`src/hw/rtl/bti_pkg.sv`:
```
// ---------------------------------------------------------------------------
// bti_pkg
// Shared types and constants for the breakpoint table interpolator.
// ---------------------------------------------------------------------------
package bti_pkg;

    localparam int MAX_POINTS_DEF = 64;

    localparam logic [1:0] REQ_LOAD   = 2'd0;
    localparam logic [1:0] REQ_FWD    = 2'd1;
    localparam logic [1:0] REQ_INV    = 2'd2;
    localparam logic [1:0] REQ_UNUSED = 2'd3;

    localparam logic [2:0] ST_OK        = 3'd0;
    localparam logic [2:0] ST_LOW       = 3'd1;
    localparam logic [2:0] ST_HIGH      = 3'd2;
    localparam logic [2:0] ST_ABOVE_ONE = 3'd3;
    localparam logic [2:0] ST_ORDER     = 3'd4;
    localparam logic [2:0] ST_INDEX     = 3'd5;

    localparam logic [16:0] ONE_Q15 = 17'd32768;
    localparam logic signed [15:0] FLOOR_SNIR = -16'sd25600;

    // one entry travelling along the cell chain
    typedef struct packed {
        logic signed [15:0] snir;
        logic        [15:0] info;
    } bp_t;

endpackage

```
`src/hw/rtl/bti_cell.sv`:
```
// ---------------------------------------------------------------------------
// bti_cell
// One storage cell of the breakpoint chain: holds an entry, rotates it to
// its neighbor on shift, takes a new entry on load.
// ---------------------------------------------------------------------------
module bti_cell
    import bti_pkg::*;
(
    input  logic clk,
    input  logic shift,
    input  logic load,
    input  bp_t  load_data,
    input  bp_t  prev_data,
    output bp_t  data
);

    bp_t data_reg;

    always_ff @(posedge clk)
    begin
        if (load)
            data_reg <= load_data;
        else if (shift)
            data_reg <= prev_data;
    end

    assign data = data_reg;

endmodule

```
`src/hw/rtl/bti_div.sv`:
```
// ---------------------------------------------------------------------------
// bti_div
// Serial signed divider, one quotient bit per cycle, truncating to zero.
// ---------------------------------------------------------------------------
module bti_div
    import bti_pkg::*;
(
    input  logic               clk,
    input  logic               rst_n,
    input  logic               start,
    input  logic signed [33:0] num,
    input  logic        [16:0] den,
    output logic               done,
    output logic signed [33:0] quot
);

    logic [33:0] rem_reg, rem_next;
    logic [33:0] q_reg, q_next;
    logic [16:0] den_reg;
    logic        neg_reg;
    logic [5:0]  cnt_reg, cnt_next;
    logic        busy_reg, busy_next;
    logic        done_reg;
    logic [34:0] trial;

    always_comb
    begin
        rem_next  = rem_reg;
        q_next    = q_reg;
        cnt_next  = cnt_reg;
        busy_next = busy_reg;
        trial     = '0;
        if (busy_reg)
        begin
            trial = {rem_reg, q_reg[33]} - {18'd0, den_reg};
            if (!trial[34])
            begin
                rem_next = trial[33:0];
                q_next   = {q_reg[32:0], 1'b1};
            end
            else
            begin
                rem_next = {rem_reg[32:0], q_reg[33]};
                q_next   = {q_reg[32:0], 1'b0};
            end
            cnt_next = cnt_reg - 6'd1;
            if (cnt_reg == 6'd1)
                busy_next = 1'b0;
        end
    end

    always_ff @(posedge clk or negedge rst_n)
    begin
        if (!rst_n)
        begin
            busy_reg <= 1'b0;
            cnt_reg  <= '0;
            done_reg <= 1'b0;
        end
        else
        begin
            done_reg <= busy_reg && (cnt_reg == 6'd1);
            if (start)
            begin
                busy_reg <= 1'b1;
                cnt_reg  <= 6'd34;
            end
            else
            begin
                busy_reg <= busy_next;
                cnt_reg  <= cnt_next;
            end
        end
    end

    always_ff @(posedge clk)
    begin
        if (start)
        begin
            rem_reg <= '0;
            q_reg   <= num[33] ? 34'(-num) : num;
            neg_reg <= num[33];
            den_reg <= den;
        end
        else
        begin
            rem_reg <= rem_next;
            q_reg   <= q_next;
        end
    end

    assign done = done_reg;
    assign quot = neg_reg ? -$signed(q_reg) : $signed(q_reg);

endmodule

```
`src/hw/rtl/breakpoint_table_interpolator.sv`:
```
// ---------------------------------------------------------------------------
// breakpoint_table_interpolator
// Piecewise-linear SNIR/information table held in a rotating chain of cells.
// Sequence: a load or unused request makes one rotation of the chain, then
// raises out_valid; a query makes the rotation, registers the product and
// divisor, starts the divider, runs its 34-step divide, then raises out_valid.
// One request is in flight at a time: the next is accepted only after the
// result has been taken.
// Reset: control clears, table_length reads 1; table entries stay undefined.
// ---------------------------------------------------------------------------
module breakpoint_table_interpolator
    import bti_pkg::*;
#(
    parameter int MAX_POINTS = MAX_POINTS_DEF
)
(
    input  logic               clk,
    input  logic               rst_n,
    input  logic               cfg_we,
    input  logic [6:0]         cfg_wdata,
    input  logic               in_valid,
    output logic               in_ready,
    input  logic [1:0]         req_type,
    input  logic [5:0]         entry_index,
    input  logic signed [15:0] entry_snir_db,
    input  logic [15:0]        entry_information,
    input  logic signed [15:0] query_snir_db,
    input  logic [15:0]        query_information,
    output logic               out_valid,
    input  logic               out_ready,
    output logic [15:0]        information_out,
    output logic signed [15:0] snir_db_out,
    output logic [2:0]         status
);

    localparam int CW = $clog2(MAX_POINTS) + 1;

    typedef enum logic [5:0] {
        S_IDLE = 6'b000001,
        S_SCAN = 6'b000010,
        S_MUL  = 6'b000100,
        S_DIV  = 6'b001000,
        S_WAIT = 6'b010000,
        S_OUT  = 6'b100000
    } state_t;

    state_t state_reg;
    logic [6:0] len_reg;
    logic [CW-1:0] n_eff;
    logic [CW-1:0] pos_reg;      // index of entry now at the chain head
    logic [1:0] req_reg;
    logic [5:0] idx_reg;
    logic signed [15:0] es_reg;
    logic [15:0] ei_reg;
    logic signed [15:0] qs_reg;
    logic [16:0] qi_reg;
    bp_t prev_reg, lo_reg, hi_reg, first_reg, last_reg;
    logic found_reg;
    logic signed [33:0] prod_reg;
    logic [16:0] den_reg;
    logic signed [16:0] dx;
    logic signed [16:0] dy;
    logic [16:0] dd;
    logic div_start;
    logic div_done;
    logic signed [33:0] quot;
    logic [15:0] info_o_reg;
    logic signed [15:0] snir_o_reg;
    logic [2:0] st_reg;

    bp_t chain [MAX_POINTS];
    bp_t head;
    logic shift;
    bp_t new_entry;
    logic [15:0] ysat;
    logic load_hit;
    logic load_ok;
    logic wr_now;
    logic scan_live;

    assign head = chain[0];
    assign n_eff = (len_reg == 7'd0) ? CW'(1) :
                   ({25'd0, len_reg} > 32'(MAX_POINTS)) ? CW'(MAX_POINTS) : CW'(len_reg);
    assign shift = (state_reg == S_SCAN);

    // replace the entry at the head as it rotates into the last cell
    assign ysat = (ei_reg > ONE_Q15[15:0]) ? ONE_Q15[15:0] : ei_reg;
    assign new_entry = {es_reg, ysat};
    assign load_hit = (req_reg == REQ_LOAD) && ({26'd0, idx_reg} == 32'(pos_reg))
                      && ({26'd0, idx_reg} < 32'(n_eff));
    assign load_ok = ($signed(es_reg) > $signed(prev_reg.snir)) && (ysat >= prev_reg.info);
    assign wr_now = shift && load_hit && load_ok;
    assign scan_live = (pos_reg != '0) && (pos_reg < n_eff) && !found_reg;

    genvar g;
    generate
        for (g = 0; g < MAX_POINTS; g++)
        begin : g_cell
            bti_cell u_cell (
                .clk       (clk),
                .shift     (shift),
                .load      ((g == MAX_POINTS - 1) && wr_now),
                .load_data (new_entry),
                .prev_data (chain[(g + 1) % MAX_POINTS]),
                .data      (chain[g])
            );
        end
    endgenerate

    always_comb
    begin
        if (req_reg == REQ_FWD)
        begin
            dx = {qs_reg[15], qs_reg} - {lo_reg.snir[15], lo_reg.snir};
            dy = {1'b0, hi_reg.info} - {1'b0, lo_reg.info};
            dd = {hi_reg.snir[15], hi_reg.snir} - {lo_reg.snir[15], lo_reg.snir};
        end
        else
        begin
            dx = qi_reg - {1'b0, lo_reg.info};
            dy = {hi_reg.snir[15], hi_reg.snir} - {lo_reg.snir[15], lo_reg.snir};
            dd = {1'b0, hi_reg.info} - {1'b0, lo_reg.info};
        end
    end

    bti_div u_div (
        .clk   (clk),
        .rst_n (rst_n),
        .start (div_start),
        .num   (prod_reg),
        .den   (den_reg),
        .done  (div_done),
        .quot  (quot)
    );

    assign in_ready = (state_reg == S_IDLE);
    assign out_valid = (state_reg == S_OUT);
    assign information_out = info_o_reg;
    assign snir_db_out = snir_o_reg;
    assign status = st_reg;
    assign div_start = (state_reg == S_MUL);

    always_ff @(posedge clk or negedge rst_n)
    begin
        if (!rst_n)
        begin
            state_reg <= S_IDLE;
            len_reg   <= 7'd1;
            pos_reg   <= '0;
        end
        else
        begin
            if (cfg_we)
                len_reg <= cfg_wdata;
            case (state_reg)
                S_IDLE:
                    if (in_valid)
                    begin
                        state_reg <= S_SCAN;
                        pos_reg   <= '0;
                    end
                S_SCAN:
                begin
                    pos_reg <= pos_reg + CW'(1);
                    if (pos_reg == CW'(MAX_POINTS - 1))
                        state_reg <= (req_reg == REQ_FWD || req_reg == REQ_INV) ? S_WAIT
                                                                                : S_OUT;
                end
                S_WAIT: state_reg <= S_MUL;
                S_MUL:  state_reg <= S_DIV;
                S_DIV:  if (div_done) state_reg <= S_OUT;
                S_OUT:  if (out_ready) state_reg <= S_IDLE;
                default: state_reg <= S_IDLE;
            endcase
        end
    end

    always_ff @(posedge clk)
    begin
        case (state_reg)
            S_IDLE:
                if (in_valid)
                begin
                    req_reg    <= req_type;
                    idx_reg    <= entry_index;
                    es_reg     <= entry_snir_db;
                    ei_reg     <= entry_information;
                    qs_reg     <= query_snir_db;
                    qi_reg     <= {1'b0, query_information};
                    found_reg  <= 1'b0;
                    prev_reg   <= {FLOOR_SNIR, 16'd0};
                    info_o_reg <= '0;
                    snir_o_reg <= '0;
                    if (req_type == REQ_LOAD && {26'd0, entry_index} >= 32'(n_eff))
                        st_reg <= ST_INDEX;
                    else
                        st_reg <= ST_OK;
                end
            S_SCAN:
            begin
                prev_reg <= head;
                if (pos_reg == '0)
                    first_reg <= head;
                if (pos_reg == n_eff - CW'(1))
                    last_reg <= head;
                if (load_hit && !load_ok)
                    st_reg <= ST_ORDER;
                // first entry at or above the query, searched from entry 1
                if (scan_live)
                begin
                    if ((req_reg == REQ_FWD && $signed(qs_reg) <= $signed(head.snir)) ||
                        (req_reg == REQ_INV && qi_reg <= {1'b0, head.info}))
                    begin
                        found_reg <= 1'b1;
                        lo_reg    <= prev_reg;
                        hi_reg    <= head;
                    end
                end
            end
            S_WAIT:
            begin
                prod_reg <= dx * dy;
                den_reg  <= dd;
            end
            S_DIV:
                if (div_done)
                begin
                    if (req_reg == REQ_FWD)
                    begin
                        if ($signed(qs_reg) < $signed(first_reg.snir))
                            st_reg <= ST_LOW;
                        else if (!found_reg)
                        begin
                            info_o_reg <= ONE_Q15[15:0];
                            st_reg     <= ST_HIGH;
                        end
                        else if (hi_reg.snir == lo_reg.snir)
                            info_o_reg <= lo_reg.info;
                        else
                            info_o_reg <= lo_reg.info + quot[15:0];
                    end
                    else
                    begin
                        if (qi_reg < {1'b0, first_reg.info})
                        begin
                            snir_o_reg <= first_reg.snir;
                            st_reg     <= ST_LOW;
                        end
                        else if (qi_reg > ONE_Q15)
                        begin
                            snir_o_reg <= last_reg.snir;
                            st_reg     <= ST_ABOVE_ONE;
                        end
                        else if (qi_reg > {1'b0, last_reg.info})
                        begin
                            snir_o_reg <= last_reg.snir;
                            st_reg     <= ST_HIGH;
                        end
                        else if (qi_reg == {1'b0, first_reg.info})
                            snir_o_reg <= first_reg.snir;
                        else
                            snir_o_reg <= lo_reg.snir + quot[15:0];
                    end
                end
            default: ;
        endcase
    end

    a_state_onehot: assert property (@(posedge clk) disable iff (!rst_n)
        $onehot(state_reg));
    a_one_side: assert property (@(posedge clk) disable iff (!rst_n)
        !(in_ready && out_valid));
    a_out_hold: assert property (@(posedge clk) disable iff (!rst_n)
        out_valid && !out_ready |=> out_valid && $stable(information_out)
                                    && $stable(snir_db_out) && $stable(status));
    a_status_range: assert property (@(posedge clk) disable iff (!rst_n)
        out_valid |-> status <= ST_INDEX);

endmodule
```
`config.mk`:
```
export PLATFORM = sky130hd
export DESIGN_NAME = breakpoint_table_interpolator
export DESIGN_NICKNAME = d
export VERILOG_FILES = /design/src/hw/rtl/bti_pkg.sv /design/src/hw/rtl/bti_cell.sv /design/src/hw/rtl/bti_div.sv /design/src/hw/rtl/breakpoint_table_interpolator.sv
export SDC_FILE = /design/constraint.sdc
export NUM_CORES = 2
export LEC_CHECK = 0
export BUFFER_PORTS_ARGS = -buffer_cell sky130_fd_sc_hd__clkbuf_2
export CAP_MARGIN = 20
export CORE_MARGIN = 3
export CORE_UTILIZATION = 60
export DETAILED_ROUTE_END_ITERATION = 10
export GPL_TIMING_DRIVEN = 0
export PLACE_DENSITY_LB_ADDON = 0.2
export SLEW_MARGIN = 20
export SYNTH_ARGS = -nofsm -noshare
export SYNTH_HDL_FRONTEND = slang
export SYNTH_SLANG_ARGS = --single-unit
```
`constraint.sdc`:
```
create_clock -name clk -period 74 [get_ports clk]
set_clock_uncertainty 0.05 [all_clocks]
set_input_delay 14.8 -clock clk [delete_from_list [all_inputs] [get_ports clk]]
set_output_delay 14.8 -clock clk [all_outputs]
set_load 0.02 [all_outputs]
```
Word-level counts from Yosys, hierarchy flattened
Index checks and enable logic that the tools add are counted.
{ "totals": {"ram_bits": 0, "elab_cells": 306, "inputBits": 84, "output_inout_bits": 37, "latchBits": 0, "romBits": 0, "memories": 0, "regBits": 2481} }
{ "op_classes": {"reduce_logical": 36, "n_bitwise": 0, "n_addsub": 12, "n_lt_le_gt_ge": 13, "eq_ne": 26, "n_mux": 58, "n_shift": 0, "multipliers": 1, "n_div": 0} }
{ "op_table": {"columns": ["op", "n"], "rows": [
  ["$mux W16", 14],
  ["$mux W34", 4],
  ["$mux W32", 3],
  ["$sub A16 B16 Y17", 4],
  ["$pmux W16 S2", 2],
  ["$pmux W32 S2", 1],
  ["$mux W17", 3],
  ["$mux W6", 7],
  ["$pmux W6 S6", 1],
  ["$sub A35 B17 Y35", 1],
  ["$mul A17 B17 Y34", 1],
  ["$neg A34 Y34", 1],
  ["$add A16 B16 Y16", 2],
  ["$eq A16 B16 Y1", 2],
  ["$gt A16 B16 Y1", 2],
  ["$gt A16 B16 Y1 const B", 2],
  ["$le A16 B16 Y1", 2],
  ["$lt A16 B16 Y1", 2],
  ["$mux W3", 10],
  ["$mux W7", 3],
  ["$ge A16 B16 Y1", 1],
  ["$neg A16 Y16", 1],
  ["$logic_not A7 Y1", 2],
  ["$pmux W7 S2", 1],
  ["37 further kinds", 74]
]} }

Depth between registers and ports, before layout
{ "depth": {"ltp_word": 10, "ltp_mapped": 34, "ltp_nobuf": 33} }

By module
A second synthesis with hierarchy kept.
{ "unflattened": {"cells_unflattened": 8128, "hier_area_um2": 133659.4} }
{ "modules_own_cells": {"columns": ["module", "instances", "seq_area_each_um2", "cells_per_inst", "area_each_um2"], "rows": [
  ["bti_cell", 64, 960.9, 69, 1507.7],
  ["breakpoint_table_interpolator", 1, 10082.2, 3004, 30863.4],
  ["bti_div", 1, 2442.3, 708, 6303.5]
]} }

Worst setup path after synthesis
Ideal clock, no wire load.
{ "synth_timing": {"path_kind": "register to register", "startpoint": "reg state_reg[5]", "endpoint": "reg found_reg (data pin)", "arrival_ps": 56112, "setup_time_ps": 11909, "stages_incl_launch_ff": 5, "n_path_buf": 1, "t_required_ps": 62041, "period_less_slack_ps": 68071, "setup_slack_ps": 5929, "path_cell_list": "dfrtp_1 -> nor2_1 -> nand4b_1 -> inv_1 -> clkbuf_1"} }
{ "synth_via": {"elab_chain_len": 2, "elab_cells_between_ends": 3, "cone_classes": "eq/ne: 2; mux: 1"} }
{ "synth_rtl": {"columns": ["element", "line_no", "source"], "rows": [
  ["start, declared", "breakpoint_table_interpolator.sv:47", "state_t state_reg;"],
  ["start signal, assigned", "breakpoint_table_interpolator.sv:166", "state_reg <= (req_reg == REQ_FWD || req_reg == REQ_INV) ? S_WAIT"],
  ["$eq A6 B2 Y1", null, null],
  ["named net g_cell[0].u_cell.shift", "bti_cell.sv:10", "input logic shift,"],
  ["$pmux W1 S2", "breakpoint_table_interpolator.sv:180", "case (state_reg)"],
  ["end signal, assigned", "breakpoint_table_interpolator.sv:190", "found_reg <= 1'b0;"],
  ["end signal, assigned", "breakpoint_table_interpolator.sv:214", "found_reg <= 1'b1;"],
  ["end, declared", "breakpoint_table_interpolator.sv:58", "logic found_reg;"]
]} }
The timed path passes the listed nets, and every way through them passes these cells.
A chain may end at the register's enable or synchronous reset.

Final worst setup path
{ "layout_timing": {"startpoint": "reg state_reg[5]", "endpoint": "out in_ready"} }
{ "layout_via": {"elab_chain_len": 1} }
{ "layout_rtl": {"columns": ["element", "line_no", "source"], "rows": [
  ["$eq A6 B1 Y1", "breakpoint_table_interpolator.sv:136", "assign in_ready = (state_reg == S_IDLE);"],
  ["end, declared", "breakpoint_table_interpolator.sv:22", "output logic in_ready,"]
]} }
No other way between the ends.

==> flow_summary.ini <==
[global_route]
grt_pass1_vias = 49300
grtUsageTotal_pct = 26.0
antenna_found_initial = 12
grt_pass1_wl_mm = 322
grt_max_degree = 64
grt.overflow.total = 0

[placed_design]
place_inst = 8083
dp_slack_ps = 57170
io_buffer_count = 119
globalplace.congestion = 0.939
placed_cell_area_mm2 = 0.103
dp_hpwl_mm = 134

[setup_path]
crit_end = in_ready
cp-start-kind = flip-flop
rr_startpoint = lo_reg[0]
worstPathArrival_ps = 2500
crit_type = reg -> out
end_kind = output port
critical-path-slowest-cell = nor3b_1
cp_top_family = simple AND/OR/NAND/NOR gates
critPathBufInv = 1
max_stage_delay_ps = 650
cp.depth = 4
critPathRequiredTime_ps = 59150
r2r_slack_ps = 62730
reg2reg_to = prod_reg[33]
path_cells = nor2_1, nand2_1, nor3b_1, clkbuf_2
critical_path.startpoint = state_reg[5]
r2r_cells = 33
crit_path_max_fanout = 5

[timing]
max-slew-margin-rel_pct = 26.7
hold_viol = 0
layout_setup_ws_ps = 56650
worst_pin_slew_ps = 1100
period_share_pct = 23.4
setup_viol = 0
drv_slew = 0
period_minus_slack_ps = 17350
clock.fmax_mhz = 57.6
rsz0062_at_grt = no

[logic_synthesis]
synthFlopType = edfxtp_1
synth-seq-cells = 2481
synthCells = 5741
syn_area_per_cell_um2 = 17.1
yosys.cell_types.count = 80
yosys_warnings = 0
ys_seq_area_share_pct = 75.3
synth_nets = 6463
synth_edf_count = 2419
netlist_area_mm2 = 0.0982
async_flop_share_pct = 1.13

[drt]
wl_met1_mm = 94.8
ant_nets = 0
drt-pass1-iter-count = 8
wl_met2_mm = 100
vias = 48600
drc = 0
drt-total-wl_mm = 214
wl_met3_mm = 12.6
vias_per_cell = 5.71
wire_per_inst_um = 25.1
drt_iter0_markers = 4770
highest_layer = met5

[layout]
final_common_cell = edfxtp_1
fillerInstances = 10200
stdcell_area_mm2 = 0.111
largest_register_ffs = 2048
fin_cells = 8508
synthToLayoutAreaGrowth_pct = 12.7
most-common-layout-cells = edfxtp_1, inv_1, ha_1, nand2_1, fa_1
drive_gt1_share_pct = 9.42
fin_nets = 6872

[floorplanning]
initial_utilization_pct = 60.8
die_w_um = 411
rows = 147
die_h_um = 411
io_pins = 121
coreArea_mm2 = 0.162
dieArea_mm2 = 0.169

[clock_tree]
cts_buffers = 225
postCtsHoldBufs = 0
cts-root-buf = clkbuf_16
postCtsSetupBuffers = 0
clk_pin_slew_ps = 70
cts_tree = built
htreeDepth = 4
insertion_delay_ps = 870
cts.sink_count = 2481
cts_max_path_buffers = 3
cts_resized = 0

[worst_hold_path]
hold_start = g_cell[1].u_cell.data[6]
worstHoldPathType = reg -> reg

[status]
outcome = finished, final reports clean

[job]
drv_cap = 0
-- worst register-to-register path, delay by kind of cell, from the launching register on --
kind / cells / cell delay, ps
AO/OA/AOI/OAI: 11 / 4330
XOR/XNOR: 2 / 290
adder cells (fa/ha/maj): 9 / 4140
buffers and inverters: 6 / 880
flip-flops: 1 / 590
AND/OR/NAND/NOR: 5 / 700
-- Yosys cell counts (21+ instances only) --
cell / n / area (µm²)
nor3_1: 42 / 210
edfxtp_1: 2419 / 72600
o21a_1: 55 / 413
nor4_1: 23 / 144
nand2_1: 332 / 1250
o21ai_0: 233 / 1170
a211oi_1: 31 / 233
xor2_1: 70 / 613
nand3_1: 75 / 375
mux2_2: 29 / 327
ha_1: 334 / 4180
dfrtp_1: 26 / 651
and2_1: 57 / 357
nor2b_1: 64 / 400
fa_1: 304 / 6090
a21oi_1: 154 / 771
nor2_1: 264 / 991
o31ai_1: 21 / 158
or3_1: 40 / 250
nand4_1: 24 / 150
dfxtp_1: 34 / 681
a21o_1: 63 / 473
inv_1: 539 / 2020
nand2b_1: 39 / 244
xnor2_1: 112 / 981
mux2i_1: 31 / 310
a31oi_1: 21 / 131
clkbuf_1: 91 / 342
-- layout make-up --
type                    instances  area (µm²)  area share, %
flip-flops and latches       2481       74000           66.9
multi-input cells            2615       21900           19.8
clock buffers                 267        5830           5.27
well taps                    2160        2700           2.44
inverters                     539        2030           1.83
clock inverters               156        1920           1.74
repair buffers                182        1870           1.69
plain buffers                 106         415          0.375
diodes                          2        5.00        0.00452
-- logic make-up (layout without fill, tap and decap cells) --
kind of cell | Yosys count | in the layout | synth area share, %
fa+ha+maj | 638 | 638 | 10.4
xor+xnor | 182 | 182 | 1.62
other cells | 0 | 2 | 0
simple gates | 1037 | 1037 | 5.05
buf+inv | 645 | 1250 | 2.48
flops | 2481 | 2481 | 75.3
compound gates | 698 | 698 | 4.41
mux | 60 | 60 | 0.648
-- worst min-delay path by stage --
stage | to | cells past startpoint
2_1_floorplan | g_cell[0].u_cell.data[0] | 0
3_5_place_dp | g_cell[0].u_cell.data[21] | 0
4_1_cts | g_cell[0].u_cell.data[6] | 0
3_3_place_gp | g_cell[29].u_cell.data[3] | 0
5_1_grt | g_cell[0].u_cell.data[6] | 0
6_report | g_cell[0].u_cell.data[6] | 0
-- per-stage QoR --
step,hold WS [ps],TNS (ps),util [%]
floorplan,350,0,-
global placement,350,-6304720,62.8
detailed placement,355,0,63.7
CTS,306,0,68.5
global route,315,0,68.5
finish,307,0,68.5
-- layer usage --
layer,track usage [%],vias up
li1,-,21900
met1,39.3,24700
met2,40.1,1654
met3,3.86,351
met4,7.57,4
met5,0,-
Power is left out: the tool's default activity adds up to more than one toggle a clock period on the data nets, which glitch-free logic cannot reach.
